$ cat src/vcsp_pkg.sv
`default_nettype none

package vcsp_pkg;

  // Sample bank geometry (depth is a power of two, pointer wraps by masking)
  localparam int BANK_AW    = 18;
  localparam int BANK_DEPTH = 1 << BANK_AW;
  localparam logic [31:0] BANK_SIZE_MAX = 32'(BANK_DEPTH);

  // Command queue between parser and executor
  localparam int QUEUE_AW    = 2;
  localparam int QUEUE_DEPTH = 1 << QUEUE_AW;

  // Header layout
  localparam logic [8:0]  HDR_LAST    = 9'h033;
  localparam logic [31:0] OFS_DEFAULT = 32'h0000_000C;
  localparam logic [31:0] OFS_LIMIT   = 32'd260;
  localparam logic [31:0] OFS_MIN     = 32'd4;

  // Command bytes
  localparam logic [7:0] CMD_REG0      = 8'h52;
  localparam logic [7:0] CMD_REG1      = 8'h53;
  localparam logic [7:0] CMD_PSG       = 8'h50;
  localparam logic [7:0] CMD_SKIP      = 8'h4F;
  localparam logic [7:0] CMD_WAIT16    = 8'h61;
  localparam logic [7:0] CMD_WAIT_NTSC = 8'h62;
  localparam logic [7:0] CMD_WAIT_PAL  = 8'h63;
  localparam logic [7:0] CMD_END       = 8'h66;
  localparam logic [7:0] CMD_BLOCK     = 8'h67;
  localparam logic [7:0] CMD_SEEK      = 8'hE0;
  localparam logic [3:0] CMD_HI_WAIT   = 4'h7;
  localparam logic [3:0] CMD_HI_BANK   = 4'h8;

  localparam logic [7:0]  KEYON_ADDR    = 8'h28;
  localparam logic [8:0]  BANK_REG_ADDR = 9'h02A;
  localparam logic [15:0] WAIT_NTSC     = 16'd735;
  localparam logic [15:0] WAIT_PAL      = 16'd882;
  localparam logic [15:0] WAIT_KEYON    = 16'd1;

  typedef enum logic [2:0] {
    KIND_REG   = 3'd0,
    KIND_PSG   = 3'd1,
    KIND_WAIT  = 3'd2,
    KIND_END   = 3'd3,
    KIND_ABORT = 3'd4
  } kind_e;

  typedef enum logic [1:0] {
    OP_RESULT  = 2'd0,
    OP_BANK_RD = 2'd1,
    OP_BANK_WR = 2'd2
  } op_e;

  // One queued request; with_wait appends a wait result of wait_samples
  typedef struct packed {
    op_e                kind_op;
    kind_e              kind;
    logic [8:0]         reg_address;
    logic [7:0]         reg_data;
    logic [15:0]        wait_samples;
    logic               with_wait;
    logic [BANK_AW-1:0] bank_addr;
  } cmd_t;

endpackage

`default_nettype wire

$ cat src/vcsp_queue.sv
`default_nettype none

module vcsp_queue (
  input  wire logic       clk_i,
  input  wire logic       rst_ni,
  input  wire logic       push_i,
  input  vcsp_pkg::cmd_t  entry_i,
  output logic            full_o,
  input  wire logic       pop_i,
  output vcsp_pkg::cmd_t  entry_o,
  output logic            empty_o
);

  vcsp_pkg::cmd_t                 slot_q [vcsp_pkg::QUEUE_DEPTH];
  logic [vcsp_pkg::QUEUE_AW-1:0]  wr_ptr_q, rd_ptr_q;
  logic [vcsp_pkg::QUEUE_AW:0]    cnt_q, cnt_d;
  logic                           do_push, do_pop;

  assign full_o  = (cnt_q == (vcsp_pkg::QUEUE_AW + 1)'(vcsp_pkg::QUEUE_DEPTH));
  assign empty_o = (cnt_q == '0);
  assign do_push = push_i && !full_o;
  assign do_pop  = pop_i && !empty_o;
  assign entry_o = slot_q[rd_ptr_q];

  always_comb begin
    cnt_d = cnt_q;
    if (do_push && !do_pop) begin
      cnt_d = cnt_q + 1'b1;
    end else if (do_pop && !do_push) begin
      cnt_d = cnt_q - 1'b1;
    end
  end

  always_ff @(posedge clk_i) begin
    if (do_push) begin
      slot_q[wr_ptr_q] <= entry_i;
    end
  end

  always_ff @(posedge clk_i or negedge rst_ni) begin
    if (!rst_ni) begin
      wr_ptr_q <= '0;
      rd_ptr_q <= '0;
      cnt_q    <= '0;
    end else begin
      if (do_push) begin
        wr_ptr_q <= wr_ptr_q + 1'b1;
      end
      if (do_pop) begin
        rd_ptr_q <= rd_ptr_q + 1'b1;
      end
      cnt_q <= cnt_d;
    end
  end

endmodule

`default_nettype wire

$ cat config.mk
export PLATFORM = sky130hd
export DESIGN_NAME = vcsp_queue
export DESIGN_NICKNAME = d
export VERILOG_FILES = /design/src/vcsp_pkg.sv /design/src/vcsp_queue.sv
export SDC_FILE = /design/constraint.sdc
export NUM_CORES = 1
export LEC_CHECK = 0
export BUFFER_PORTS_ARGS = -buffer_cell sky130_fd_sc_hd__buf_2
export CELL_PAD_IN_SITES_DETAIL_PLACEMENT = 1
export CELL_PAD_IN_SITES_GLOBAL_PLACEMENT = 1
export CORE_MARGIN = 2
export CORE_UTILIZATION = 50
export DETAILED_ROUTE_END_ITERATION = 10
export PLACE_DENSITY = 0.78
export SLEW_MARGIN = 25
export SYNTH_ARGS = -nofsm -noshare
export SYNTH_HDL_FRONTEND = slang
export SYNTH_SLANG_ARGS = --single-unit
$ cat constraint.sdc
create_clock -name clk_i -period 3.2 [get_ports clk_i]
set_input_delay 0.48 -clock clk_i [delete_from_list [all_inputs] [get_ports clk_i]]
set_output_delay 0.48 -clock clk_i [all_outputs]
set_load 0.005 [all_outputs]
==> impl_metrics.yaml <==
floorplan:
  die_h_um: 136
  die_w_um: 136
  pin_count: 120
  rows: 48
  die_area_mm2: 0.0184
  start_util: 0.506
  core_mm2: 0.0171
power_and_ir_drop:
  combPwrFrac: 0.261
  power.switching_w: 0.00268
  p_int_w: 0.00705
  p_per_area_mw_per_mm2: 939
  swShare: 0.275
  fin_total_pwr_w: 0.00973
  clkPwrFrac: 0.285
  seqPwrFrac: 0.454
  ir_drop_mv: 0.441
  leakage_nw: 3.58
clocking:
  cts_buffers: 24
  cts_tree: "built"
  cts_root_buf: "clkbuf_16"
  cts_resized: 0
  htree_levels: 1
  path_clk_slew_ns: 0.06
  clk_path_buf_depth: 3
  clock_sinks: 235
  insertion_delay_ns: 0.51
place:
  dp_hpwl_mm: 10.7
  portBuffers: 119
  gp_congestion: 0.716
sta:
  drv_slew: 0
  final.min_clock_period_ns: 2.78
  relSlewSlack: 0.416
  tightest_slew_ns: 0.876
  fmax_mhz: 360
  setup_violations: 0
  clock_skew_ns: 0.00884
  fin_crit_sh: 0.868
  hold_viol_final: 0
  rsz0062_at_grt: "no"
  setup_tns_ns: 0
  whs_ns: 0.184
hold_path:
  min_path_cells: 1
  hp-class: "input port to flop"
  hp-start: "entry_i[28]"
  min_to: "slot_q[3][28]$_DFFE_PP_"
worst_setup_path:
  end_kind: "output port"
  cp_max_fo: 30
  required_ns: 2.72
  crit_type: "flop to output port"
  reg2regPathDepth: 8
  arrival_ns: 2.30
  startpoint_type: "flop"
  ff2ff_setup_slack_ns: 0.79
  r2r-start: "cnt_q[2]$_DFFE_PN0P_"
  r2r-end: "cnt_q[2]$_DFFE_PN0P_"
global_routing:
  grt_pass1_wl_mm: 27.1
  grt_max_degree: 58
  antenna_found_initial: 3
  grt_overflow: 0
  grt_use_total: 0.202
  grt_pass1_vias: 4370
status:
  outcome: "finished, final reports clean"
route:
  drtIter0Drc: 368
  routed-via-count: 3967
  first_pass_iters: 4
  vias_per_cell: 5.51
  drt-wirelength-per-cell_um: 24.3
  ant_nets: 0
  wirelength_mm: 17.5
  remaining_drc_errors: 0
layout:
  fin_nets: 541
  mostFrequentLayoutCell: "edfxtp_1"
  drive_gt1_frac: 0.465
  layout_common_cells: "edfxtp_1, buf_2, mux4_2, clkbuf_16"
  area_delta_synth_final_pct: 19.8
yosys:
  synth_area_mm2: 0.00865
  netlist-cell-type-count: 21
  synth-seq-cells: 235
  synth_fp_nets: 401
  netlist_instances: 334
  yosysSeqAreaShare: 0.811
  syn_area_per_cell_um2: 25.9
  yosys_warnings: 0
job:
  drv_cap: 0
[metrics by stage]
| step | instance area, um2 | utilization | std cells | worst slack [ns] |
|---|---|---|---|---|
| after global routing | 10400 | 0.606 | 719 | 0.266 |
| after CTS | 10400 | 0.605 | 717 | 0.363 |
| final | 10400 | 0.606 | 720 | 0.423 |
| after detailed placement | 9560 | 0.558 | 672 | 0.795 |
| after floorplan | 8650 | - | 334 | 0.618 |
| after global placement | 9560 | 0.558 | 672 | 0.872 |
[logic make-up after synthesis]
family | after synthesis | synth area share
XOR/XNOR | 6 | 0.00607
adder cells (fa/ha/maj) | 6 | 0.00954
buffers and inverters | 18 | 0.0147
flip-flops | 235 | 0.811
multiplexers | 59 | 0.151
AND/OR/NAND/NOR | 10 | 0.00723
[cells in the mapped netlist (all sizes together)]
library cell,number,area [um2]
edfxtp,228,6850
nand3,1,5.00
nand2,1,3.75
xnor2,4,35.0
buf,14,113
and2,4,25.0
or3,1,6.26
nor2,1,3.75
fa,1,20.0
xor2,2,17.5
mux4,57,1280
inv,4,15.0
dfrtp,7,175
nor2b,1,6.26
mux2,2,22.5
nor3b,1,12.5
ha,5,62.6
[how the worst max path moves through the flow]
| stage | from | to | slack (ns) | cells after the start |
|---|---|---|---|---|
| 2_1_floorplan | cnt_q[2]$_DFFE_PN0P_ | slot_q[0][0]$_DFFE_PP_ | 0.62 | 4 |
| 3_3_place_gp | push_i | slot_q[0][1]$_DFFE_PP_ | 0.87 | 3 |
| 3_5_place_dp | push_i | slot_q[0][54]$_DFFE_PP_ | 0.80 | 3 |
| 4_1_cts | rd_ptr_q[0]$_DFFE_PN0P_ | entry_o[49] | 0.36 | 3 |
| 5_1_grt | rd_ptr_q[0]$_DFFE_PN0P_ | entry_o[55] | 0.27 | 3 |
| 6_report | rd_ptr_q[0]$_DFFE_PN0P_ | entry_o[48] | 0.42 | 3 |
[per-layer routing]
layer  part of all wire  GRT usage
met2               0.52      0.329
met3              0.058     0.0415
met5                  0          0
met1               0.41      0.279
met4              0.020     0.0625
[power by group through the flow]
stage / registers (W) / logic [W] / clock network [W]
2_1_floorplan: 0.00426 / 0.00170 / 0
3_3_place_gp: 0.00442 / 0.00252 / 0
3_5_place_dp: 0.00448 / 0.00256 / 0
4_1_cts: 0.00443 / 0.00261 / 0.00282
5_1_grt: 0.00450 / 0.00274 / 0.00293
6_report: 0.00442 / 0.00254 / 0.00278
[state kept, by name, summed over array words and instances (netlist names)]
| name | count |
|---|---|
| cnt_q | 3 |
| rd_ptr_q | 2 |
| wr_ptr_q | 2 |
| slot_q | 228 |
[critical path: stages (launching register included)]
cell     delay [ns]
dfrtp_4        0.84
buf_12         0.25
mux4_2         0.52
buf_2          0.16
[final cells by class]
class / instances / area [um2]
Multi-Input combinational cell: 81 / 1510
Antenna cell: 3 / 7.51
Fill cell: 1465 / 6750
Timing Repair Buffer: 128 / 728
Sequential cell: 235 / 7030
Inverter: 4 / 15.0
Clock inverter: 12 / 113
Clock buffer: 32 / 682
Tap cell: 225 / 282
[timing repair]
item,CTS,global route
endpoints found under the hold margin,7,0
hold buffers,1,0
setup buffers,0,0
Note: power is estimated with default switching activity, not from simulation.
