[src/vcsp_pkg.sv]
`default_nettype none

package vcsp_pkg;

  // Sample bank geometry (depth is a power of two, pointer wraps by masking)
  localparam int BANK_AW    = 18;
  localparam int BANK_DEPTH = 1 << BANK_AW;
  localparam logic [31:0] BANK_SIZE_MAX = 32'(BANK_DEPTH);

  // Command queue between parser and executor
  localparam int QUEUE_AW    = 2;
  localparam int QUEUE_DEPTH = 1 << QUEUE_AW;

  // Header layout
  localparam logic [8:0]  HDR_LAST    = 9'h033;
  localparam logic [31:0] OFS_DEFAULT = 32'h0000_000C;
  localparam logic [31:0] OFS_LIMIT   = 32'd260;
  localparam logic [31:0] OFS_MIN     = 32'd4;

  // Command bytes
  localparam logic [7:0] CMD_REG0      = 8'h52;
  localparam logic [7:0] CMD_REG1      = 8'h53;
  localparam logic [7:0] CMD_PSG       = 8'h50;
  localparam logic [7:0] CMD_SKIP      = 8'h4F;
  localparam logic [7:0] CMD_WAIT16    = 8'h61;
  localparam logic [7:0] CMD_WAIT_NTSC = 8'h62;
  localparam logic [7:0] CMD_WAIT_PAL  = 8'h63;
  localparam logic [7:0] CMD_END       = 8'h66;
  localparam logic [7:0] CMD_BLOCK     = 8'h67;
  localparam logic [7:0] CMD_SEEK      = 8'hE0;
  localparam logic [3:0] CMD_HI_WAIT   = 4'h7;
  localparam logic [3:0] CMD_HI_BANK   = 4'h8;

  localparam logic [7:0]  KEYON_ADDR    = 8'h28;
  localparam logic [8:0]  BANK_REG_ADDR = 9'h02A;
  localparam logic [15:0] WAIT_NTSC     = 16'd735;
  localparam logic [15:0] WAIT_PAL      = 16'd882;
  localparam logic [15:0] WAIT_KEYON    = 16'd1;

  typedef enum logic [2:0] {
    KIND_REG   = 3'd0,
    KIND_PSG   = 3'd1,
    KIND_WAIT  = 3'd2,
    KIND_END   = 3'd3,
    KIND_ABORT = 3'd4
  } kind_e;

  typedef enum logic [1:0] {
    OP_RESULT  = 2'd0,
    OP_BANK_RD = 2'd1,
    OP_BANK_WR = 2'd2
  } op_e;

  // One queued request; with_wait appends a wait result of wait_samples
  typedef struct packed {
    op_e                kind_op;
    kind_e              kind;
    logic [8:0]         reg_address;
    logic [7:0]         reg_data;
    logic [15:0]        wait_samples;
    logic               with_wait;
    logic [BANK_AW-1:0] bank_addr;
  } cmd_t;

endpackage

`default_nettype wire

[src/vcsp_front.sv]
`default_nettype none

module vcsp_front (
  input  wire logic           clk_i,
  input  wire logic           rst_ni,
  input  wire logic           in_valid_i,
  output logic                in_stall_o,
  input  wire logic [7:0]     stream_byte_i,
  input  wire logic           track_start_i,
  output logic                q_push_o,
  output vcsp_pkg::cmd_t      q_entry_o,
  input  wire logic           q_full_i
);

  typedef enum logic [12:0] {
    PH_HDR_SKIP  = 13'h0001,
    PH_HDR_OFS   = 13'h0002,
    PH_DATA_SKIP = 13'h0004,
    PH_CMD       = 13'h0008,
    PH_REG_ADDR  = 13'h0010,
    PH_REG_DATA  = 13'h0020,
    PH_PSG_DATA  = 13'h0040,
    PH_WAIT_ARG  = 13'h0080,
    PH_SEEK_ARG  = 13'h0100,
    PH_BLK_HDR   = 13'h0200,
    PH_BLK_SIZE  = 13'h0400,
    PH_BLK_LOAD  = 13'h0800,
    PH_SKIP1     = 13'h1000
  } phase_e;

  phase_e                              phase_q, phase_d, phase_cur;
  logic                                stopped_q, stopped_d, stopped_cur;
  logic [8:0]                          hcnt_q, hcnt_d, hcnt_cur;
  logic [1:0]                          gcnt_q, gcnt_d;
  logic [31:0]                         acc_q, acc_d, acc_ins;
  logic [8:0]                          pend_q, pend_d;
  logic [vcsp_pkg::BANK_AW-1:0]        ptr_q, ptr_d, ptr_cur;
  logic [vcsp_pkg::BANK_AW:0]          rem_q, rem_d;
  logic [vcsp_pkg::BANK_AW-1:0]        pos_q, pos_d;
  logic [15:0]                         bwait_q, bwait_d, bwait_new;
  logic [31:0]                         ofs_raw, ofs_clip;
  logic [8:0]                          skip_len;
  logic [27:0]                         blk_shr;
  logic                                accept;
  logic                                push;
  vcsp_pkg::cmd_t                      entry;

  assign in_stall_o = q_full_i;
  assign accept     = in_valid_i && !q_full_i;

  // Restart takes effect before the byte is parsed
  assign phase_cur   = track_start_i ? PH_HDR_SKIP : phase_q;
  assign stopped_cur = track_start_i ? 1'b0 : stopped_q;
  assign hcnt_cur    = track_start_i ? 9'd0 : hcnt_q;
  assign ptr_cur     = track_start_i ? '0 : ptr_q;

  // Little-endian gather of multi-byte arguments
  assign acc_ins  = acc_q | (32'(stream_byte_i) << {gcnt_q, 3'b000});
  assign ofs_raw  = (acc_ins == 32'd0) ? vcsp_pkg::OFS_DEFAULT : acc_ins;
  assign ofs_clip = (ofs_raw < vcsp_pkg::OFS_MIN) ? vcsp_pkg::OFS_MIN : ofs_raw;
  assign skip_len = 9'(ofs_clip - vcsp_pkg::OFS_MIN);
  assign blk_shr  = acc_ins[31:4];
  assign bwait_new = (|blk_shr[27:16]) ? 16'hFFFF : blk_shr[15:0];

  always_comb begin
    phase_d   = phase_q;
    stopped_d = stopped_q;
    hcnt_d    = hcnt_q;
    gcnt_d    = gcnt_q;
    acc_d     = acc_q;
    pend_d    = pend_q;
    ptr_d     = ptr_q;
    rem_d     = rem_q;
    pos_d     = pos_q;
    bwait_d   = bwait_q;
    push      = 1'b0;
    entry     = '0;
    if (accept) begin
      phase_d   = phase_cur;
      stopped_d = stopped_cur;
      hcnt_d    = hcnt_cur;
      ptr_d     = ptr_cur;
      if (!stopped_cur) begin
        unique case (phase_cur)
          PH_HDR_SKIP: begin
            if (hcnt_cur == vcsp_pkg::HDR_LAST) begin
              phase_d = PH_HDR_OFS;
              hcnt_d  = 9'd0;
              gcnt_d  = 2'd0;
              acc_d   = 32'd0;
            end else begin
              hcnt_d = hcnt_cur + 9'd1;
            end
          end
          PH_HDR_OFS: begin
            acc_d  = acc_ins;
            gcnt_d = gcnt_q + 2'd1;
            if (gcnt_q == 2'd3) begin
              if (ofs_raw >= vcsp_pkg::OFS_LIMIT) begin
                stopped_d  = 1'b1;
                push       = 1'b1;
                entry.kind = vcsp_pkg::KIND_ABORT;
              end else begin
                hcnt_d  = skip_len;
                phase_d = (skip_len == 9'd0) ? PH_CMD : PH_DATA_SKIP;
              end
            end
          end
          PH_DATA_SKIP: begin
            hcnt_d = hcnt_cur - 9'd1;
            if (hcnt_cur == 9'd1) begin
              phase_d = PH_CMD;
            end
          end
          PH_CMD: begin
            gcnt_d = 2'd0;
            acc_d  = 32'd0;
            priority if (stream_byte_i[7:4] == vcsp_pkg::CMD_HI_BANK) begin
              push               = 1'b1;
              entry.kind_op      = vcsp_pkg::OP_BANK_RD;
              entry.kind         = vcsp_pkg::KIND_REG;
              entry.bank_addr    = ptr_cur;
              entry.wait_samples = {12'd0, stream_byte_i[3:0]};
              entry.with_wait    = (stream_byte_i[3:0] != 4'd0);
              ptr_d              = ptr_cur + 1'b1;
            end else if (stream_byte_i[7:4] == vcsp_pkg::CMD_HI_WAIT) begin
              push               = 1'b1;
              entry.kind         = vcsp_pkg::KIND_WAIT;
              entry.wait_samples = {12'd0, stream_byte_i[3:0]} + 16'd1;
            end else begin
              unique case (stream_byte_i)
                vcsp_pkg::CMD_REG0, vcsp_pkg::CMD_REG1: begin
                  phase_d   = PH_REG_ADDR;
                  pend_d[8] = (stream_byte_i == vcsp_pkg::CMD_REG1);
                end
                vcsp_pkg::CMD_PSG:    phase_d = PH_PSG_DATA;
                vcsp_pkg::CMD_SKIP:   phase_d = PH_SKIP1;
                vcsp_pkg::CMD_WAIT16: phase_d = PH_WAIT_ARG;
                vcsp_pkg::CMD_WAIT_NTSC: begin
                  push               = 1'b1;
                  entry.kind         = vcsp_pkg::KIND_WAIT;
                  entry.wait_samples = vcsp_pkg::WAIT_NTSC;
                end
                vcsp_pkg::CMD_WAIT_PAL: begin
                  push               = 1'b1;
                  entry.kind         = vcsp_pkg::KIND_WAIT;
                  entry.wait_samples = vcsp_pkg::WAIT_PAL;
                end
                vcsp_pkg::CMD_SEEK:  phase_d = PH_SEEK_ARG;
                vcsp_pkg::CMD_BLOCK: phase_d = PH_BLK_HDR;
                vcsp_pkg::CMD_END: begin
                  stopped_d  = 1'b1;
                  push       = 1'b1;
                  entry.kind = vcsp_pkg::KIND_END;
                end
                default: ;
              endcase
            end
          end
          PH_REG_ADDR: begin
            pend_d  = {pend_q[8], stream_byte_i};
            phase_d = PH_REG_DATA;
          end
          PH_REG_DATA: begin
            phase_d            = PH_CMD;
            push               = 1'b1;
            entry.kind         = vcsp_pkg::KIND_REG;
            entry.reg_address  = pend_q;
            entry.reg_data     = stream_byte_i;
            entry.with_wait    = (pend_q[7:0] == vcsp_pkg::KEYON_ADDR);
            entry.wait_samples = vcsp_pkg::WAIT_KEYON;
          end
          PH_PSG_DATA: begin
            phase_d        = PH_CMD;
            push           = 1'b1;
            entry.kind     = vcsp_pkg::KIND_PSG;
            entry.reg_data = stream_byte_i;
          end
          PH_SKIP1: phase_d = PH_CMD;
          PH_WAIT_ARG: begin
            acc_d  = acc_ins;
            gcnt_d = gcnt_q + 2'd1;
            if (gcnt_q == 2'd1) begin
              phase_d = PH_CMD;
              if (acc_ins[15:0] != 16'd0) begin
                push               = 1'b1;
                entry.kind         = vcsp_pkg::KIND_WAIT;
                entry.wait_samples = acc_ins[15:0];
              end
            end
          end
          PH_SEEK_ARG: begin
            acc_d  = acc_ins;
            gcnt_d = gcnt_q + 2'd1;
            if (gcnt_q == 2'd3) begin
              phase_d = PH_CMD;
              ptr_d   = acc_ins[vcsp_pkg::BANK_AW-1:0];
            end
          end
          PH_BLK_HDR: begin
            gcnt_d = gcnt_q + 2'd1;
            if (gcnt_q == 2'd1) begin
              phase_d = PH_BLK_SIZE;
              gcnt_d  = 2'd0;
              acc_d   = 32'd0;
            end
          end
          PH_BLK_SIZE: begin
            acc_d  = acc_ins;
            gcnt_d = gcnt_q + 2'd1;
            if (gcnt_q == 2'd3) begin
              if (acc_ins > vcsp_pkg::BANK_SIZE_MAX) begin
                stopped_d  = 1'b1;
                push       = 1'b1;
                entry.kind = vcsp_pkg::KIND_ABORT;
              end else begin
                rem_d   = acc_ins[vcsp_pkg::BANK_AW:0];
                pos_d   = '0;
                bwait_d = bwait_new;
                phase_d = (acc_ins == 32'd0) ? PH_CMD : PH_BLK_LOAD;
              end
            end
          end
          PH_BLK_LOAD: begin
            push               = 1'b1;
            entry.kind_op      = vcsp_pkg::OP_BANK_WR;
            entry.kind         = vcsp_pkg::KIND_WAIT;
            entry.bank_addr    = pos_q;
            entry.reg_data     = stream_byte_i;
            entry.wait_samples = bwait_q;
            rem_d              = rem_q - 1'b1;
            pos_d              = pos_q + 1'b1;
            if (rem_q == {{vcsp_pkg::BANK_AW{1'b0}}, 1'b1}) begin
              phase_d         = PH_CMD;
              entry.with_wait = (bwait_q != 16'd0);
            end
          end
          default: phase_d = PH_CMD;
        endcase
      end
    end
  end

  always_ff @(posedge clk_i or negedge rst_ni) begin
    if (!rst_ni) begin
      phase_q   <= PH_HDR_SKIP;
      stopped_q <= 1'b0;
      hcnt_q    <= 9'd0;
      gcnt_q    <= 2'd0;
      acc_q     <= 32'd0;
      pend_q    <= 9'd0;
      ptr_q     <= '0;
      rem_q     <= '0;
      pos_q     <= '0;
      bwait_q   <= 16'd0;
    end else begin
      phase_q   <= phase_d;
      stopped_q <= stopped_d;
      hcnt_q    <= hcnt_d;
      gcnt_q    <= gcnt_d;
      acc_q     <= acc_d;
      pend_q    <= pend_d;
      ptr_q     <= ptr_d;
      rem_q     <= rem_d;
      pos_q     <= pos_d;
      bwait_q   <= bwait_d;
    end
  end

  assign q_push_o  = push;
  assign q_entry_o = entry;

endmodule

`default_nettype wire

[config.mk]
export PLATFORM = sky130hd
export DESIGN_NAME = vcsp_front
export DESIGN_NICKNAME = d
export VERILOG_FILES = /design/src/vcsp_pkg.sv /design/src/vcsp_front.sv
export SDC_FILE = /design/constraint.sdc
export NUM_CORES = 1
export LEC_CHECK = 0
export BUFFER_PORTS_ARGS = -buffer_cell sky130_fd_sc_hd__buf_2
export CELL_PAD_IN_SITES_DETAIL_PLACEMENT = 0
export CELL_PAD_IN_SITES_GLOBAL_PLACEMENT = 2
export CORE_ASPECT_RATIO = 1.4
export CORE_UTILIZATION = 40
export CTS_CLUSTER_DIAMETER = 30
export DETAILED_ROUTE_END_ITERATION = 16
export PLACE_DENSITY_LB_ADDON = 0.05
export SYNTH_ARGS = -nofsm -noshare
export SYNTH_HDL_FRONTEND = slang
export SYNTH_SLANG_ARGS = --single-unit
[constraint.sdc]
create_clock -name clk_i -period 6.6 [get_ports clk_i]
set_clock_uncertainty 0.1 [all_clocks]
set_input_delay 0.66 -clock clk_i [delete_from_list [all_inputs] [get_ports clk_i]]
set_output_delay 0.66 -clock clk_i [all_outputs]
set_load 0.005 [all_outputs]
==> impl_table.tex <==
\begin{tabular}{lr}
\hline
Metric & Value \\
\hline
\multicolumn{2}{l}{\textbf{Run status}} \\
Status & finished clean \\
\multicolumn{2}{l}{\textbf{Detailed routing}} \\
Routed Wire Length & 36.10 mm \\
Residual DRC count & 0 \\
Count of vias placed by the detailed router & 9688 \\
Initial DRC count & 726 \\
1st-pass router iterations & 5 \\
Detailed-route wire length per cell & 23.61 microns \\
Avg Vias per Cell & 6.336 \\
Number of antenna-violating nets in the routed design & 0 \\
\multicolumn{2}{l}{\textbf{Worst setup path}} \\
Startpoint kind of the worst setup timing path & flip-flop \\
CP endpoint kind & output pin \\
Worst reg2reg startpoint & gcnt\_q[0]\$\_DFFE\_PN0P\_ \\
Data arrival time at the worst-slack endpoint & 3.78 ns \\
Worst r2r path cells & 12 \\
Worst path required time & 5.84 ns \\
End of the worst register-to-register path & phase\_q[2]\$\_DFFE\_PN0P\_ \\
Worst reg2reg setup slack & 2.63 ns \\
Path type of the worst setup path & reg2out \\
Maximum fanout along the worst path & 15 \\
\multicolumn{2}{l}{\textbf{Clocking}} \\
Cts-stage hold buffer count & 0 \\
TritonCTS buffer count & 17 \\
CTS tree & done \\
Number of levels the H-tree was split into & 4 \\
Post-cts sizing count & 0 \\
Clk sink count & 137 \\
Clock root buffer & sky130\_fd\_sc\_hd\_\_clkbuf\_16 \\
Buffers inserted during post-CTS setup optimization & 0 \\
Worst-case clock buffer depth & 2 \\
Reg clk slew, reported paths & 0.06 ns \\
Clock latency of the later-clocked register in the worst-skew pair & 0.44 ns \\
\multicolumn{2}{l}{\textbf{Power}} \\
Cell area power density & 233.0 nW/um\^{}2 \\
Largest vdd supply drop & 0.0001901 V \\
Total leakage power & 4.625 nW \\
\multicolumn{2}{l}{\textbf{Global routing}} \\
Most utilized layer in the global route result & met2 \\
Pin count of the biggest net entering global routing & 86 \\
Met2 track demand over resource & 0.5135 \\
Overflow left after global routing & 0 \\
Global-route track usage on met3 & 0.04493 \\
Met1 track utilization from global routing & 0.3814 \\
Tot GR Track Use & 0.3026 \\
Vias in the first global route & 9381 \\
Number of antenna violations at the first check in global routing & 0 \\
First-pass GRT wire length & 56.47 mm \\
\multicolumn{2}{l}{\textbf{Synthesis}} \\
Number of synthesized flops with an enable pin & 0 \\
Cell type contributing the most total cell area after synthesis & sky130\_fd\_sc\_hd\_\_dfrtp\_1 \\
Share of synthesized registers carrying an async set or reset & 1.000 \\
Adder-Cell Fraction of Synth Area & 0.02208 \\
Area fraction in and, or, nand and nor cells after synthesis & 0.2720 \\
Commonest cells in the synthesized netlist & 136 x sky130\_fd\_sc\_hd\_\_dfrtp\_1, 122 x sky130\_fd\_sc\_hd\_\_nor2\_1, 108 x sky130\_fd\_sc\_hd\_\_nand2\_1 \\
Synth area leaders & sky130\_fd\_sc\_hd\_\_dfrtp\_1 35\%, sky130\_fd\_sc\_hd\_\_nor2\_1 4.8\%, sky130\_fd\_sc\_hd\_\_a21oi\_1 4.3\% \\
Yosys Warn Count & 0 \\
Parity-gate share of the synthesized area counting xor and xnor cells & 0.03183 \\
Syn Nets & 1220 \\
Dominant combinational cell family by area after synthesis & simple AND/OR/NAND/NOR gates \\
Mean Syn Cell Area & 8.094 sq um \\
Area fraction in compound gates after synthesis & 0.2519 \\
Synthesis-stage register bit count & 137 \\
Number of distinct library cells after synthesis & 84 \\
Count of mapped cells out of synthesis & 1190 \\
Area fraction of the dominant cell type after synthesis & 0.3533 \\
Fraction of synthesized area in multiplexers & 0.01754 \\
Library cell with the highest instance count after synthesis & sky130\_fd\_sc\_hd\_\_dfrtp\_1 \\
Share of synthesized area occupied by flip-flops and latches & 0.3561 \\
Main synth FF type & sky130\_fd\_sc\_hd\_\_dfrtp\_1 \\
Cell Area, Synth & 9632 sq um \\
\multicolumn{2}{l}{\textbf{Finish}} \\
Layout net count & 1240 \\
Syn-to-layout area delta & 12.44\% \\
Seq. cell area & 3430 sq um \\
Layout cell share with drive strength beyond 1 & 0.1300 \\
Number of inserted diodes & 0 \\
Filler instances & 2388 \\
Total area of multi-input combinational cells & 5776 sq um \\
\multicolumn{2}{l}{\textbf{Floorplan}} \\
Starting utilization of the core area & 0.4107 \\
Top-level port count & 72 \\
Die Footprint & 24710 sq um \\
Die Width & 133.1 microns \\
\# rows & 66 \\
Die Ht & 185.6 microns \\
Floorplan Core Area & 23450 sq um \\
\multicolumn{2}{l}{\textbf{Hold path}} \\
Class of the tightest hold or removal check & in2async \\
\multicolumn{2}{l}{\textbf{Timing}} \\
Slew Viols, Final & 0 \\
Number of failing hold endpoints at the final stage & 0 \\
Shortest period the worst path allows & 4.541 ns \\
Maximum achievable frequency & 220.2 MHz \\
Relative slew slack & 0.2146 \\
Min setup slack post-route & 2.059 ns \\
Setup TNS & 0 ns \\
Worst-margin pin slew & 1.170 ns \\
Final Cycle Share & 0.6880 \\
RSZ-0062 raised after global routing & false \\
Final count of negative-setup-slack endpoints & 0 \\
\multicolumn{2}{l}{\textbf{Placement}} \\
Gp weighted congestion & 0.8928 \\
Buffers added on ports & 71 \\
Post-Place Worst Slack & 2.164 ns \\
DPL Wire Length & 25.69 mm \\
\multicolumn{2}{l}{\textbf{Run}} \\
Number of maximum-capacitance violations & 0 \\
\hline
\end{tabular}
## cells in the final DEF (no fill, tap or decap), types with 8 or more instances in the layout
cell type	n
sky130_fd_sc_hd__o21ai_1	12
sky130_fd_sc_hd__a22o_1	31
sky130_fd_sc_hd__buf_2	70
sky130_fd_sc_hd__nand4_1	22
sky130_fd_sc_hd__inv_1	25
sky130_fd_sc_hd__and3_1	25
sky130_fd_sc_hd__o31ai_1	25
sky130_fd_sc_hd__or4_1	8
sky130_fd_sc_hd__and2_1	14
sky130_fd_sc_hd__nor2b_1	21
sky130_fd_sc_hd__mux2i_1	9
sky130_fd_sc_hd__nor3b_1	9
sky130_fd_sc_hd__a21oi_1	82
sky130_fd_sc_hd__nor2_1	121
sky130_fd_sc_hd__o21ai_0	69
sky130_fd_sc_hd__nand3_1	48
sky130_fd_sc_hd__ha_1	17
sky130_fd_sc_hd__a21o_1	14
sky130_fd_sc_hd__buf_4	20
sky130_fd_sc_hd__nand2b_1	11
sky130_fd_sc_hd__dfrtp_1	136
sky130_fd_sc_hd__nor3_1	35
sky130_fd_sc_hd__a31oi_1	43
sky130_fd_sc_hd__xor2_1	18
sky130_fd_sc_hd__nand2_1	108
sky130_fd_sc_hd__clkbuf_16	17
sky130_fd_sc_hd__a22oi_1	9
sky130_fd_sc_hd__or3_1	11
sky130_fd_sc_hd__nor4_1	23
sky130_fd_sc_hd__xnor2_1	17
sky130_fd_sc_hd__o22ai_1	11
## final cells by class
type / count / area share
well taps: 306 / 0.03535
clock inverters: 10 / 0.01282
flip-flops and latches: 137 / 0.3167
multi-input cells: 937 / 0.5333
clock buffers: 22 / 0.04563
repair buffers: 91 / 0.04725
inverters: 26 / 0.009011
## per-stage QoR
stage | power [mW] | utilization | cells | hold slack (ns) | area, sq um
after floorplan | 1.287 | - | 1190 | 0.2644 | 9632
final | 2.524 | 0.4618 | 1529 | 0.1980 | 10830
after CTS | 2.529 | 0.4618 | 1529 | 0.2253 | 10830
after detailed placement | 1.483 | 0.4348 | 1497 | 0.3883 | 10200
after global placement | 1.489 | 0.4348 | 1497 | 0.3755 | 10200
after global routing | 2.625 | 0.4618 | 1529 | 0.2630 | 10830
## sequential cells by signal (all words and copies together), names as in the netlist
| register | cells |
|---|---|
| acc_q | 32 |
| bwait_q | 16 |
| gcnt_q | 2 |
| hcnt_q | 9 |
| pend_q | 9 |
| phase_q | 13 |
| pos_q | 18 |
| ptr_q | 18 |
| rem_q | 19 |
| stopped_q | 1 |
## worst max-delay path, stage by stage, from the launching register on
cell,delay (ns)
sky130_fd_sc_hd__dfrtp_1,0.58
sky130_fd_sc_hd__nor2b_1,0.84
sky130_fd_sc_hd__a21o_1,0.46
sky130_fd_sc_hd__nor4_1,0.15
sky130_fd_sc_hd__a22oi_2,0.35
sky130_fd_sc_hd__nand2b_1,0.21
sky130_fd_sc_hd__a22oi_1,0.13
sky130_fd_sc_hd__nor3b_1,0.42
sky130_fd_sc_hd__buf_2,0.19
## power by group
part           internal (mW)  total, mW  switching, mW
clock                  0.645       1.04          0.399
sequential             0.877      0.933         0.0560
combinational          0.177      0.547          0.370
total                   1.70       2.52          0.825
## cells by family (layout without fill, tap and decap cells)
family          after synthesis  in the layout
fa+ha+maj                    17             17
xor+xnor                     35             35
simple gates                500            500
compound gates              369            369
flops                       137            137
buf+inv                     116            149
mux                          16             16
## worst max-delay path by stage
stage / end / from / slack, ns / depth (start not counted)
global route: q_entry_o[54] / gcnt_q[0]$_DFFE_PN0P_ / 1.81 / 8
CTS: q_entry_o[54] / gcnt_q[0]$_DFFE_PN0P_ / 2.10 / 8
global placement: acc_q[31]$_DFFE_PN0P_ / track_start_i / 2.20 / 14
floorplan: acc_q[26]$_DFFE_PN0P_ / track_start_i / 2.98 / 16
detailed placement: acc_q[23]$_DFFE_PN0P_ / track_start_i / 2.16 / 14
finish: q_entry_o[54] / gcnt_q[0]$_DFFE_PN0P_ / 2.06 / 8
## metal layers
layer,vias up,part of all wire
met3,80,0.050
met5,-,0
li1,4471,-
met4,0,0.036
met2,343,0.49
met1,4794,0.42
(Power assumes the default switching activity.)
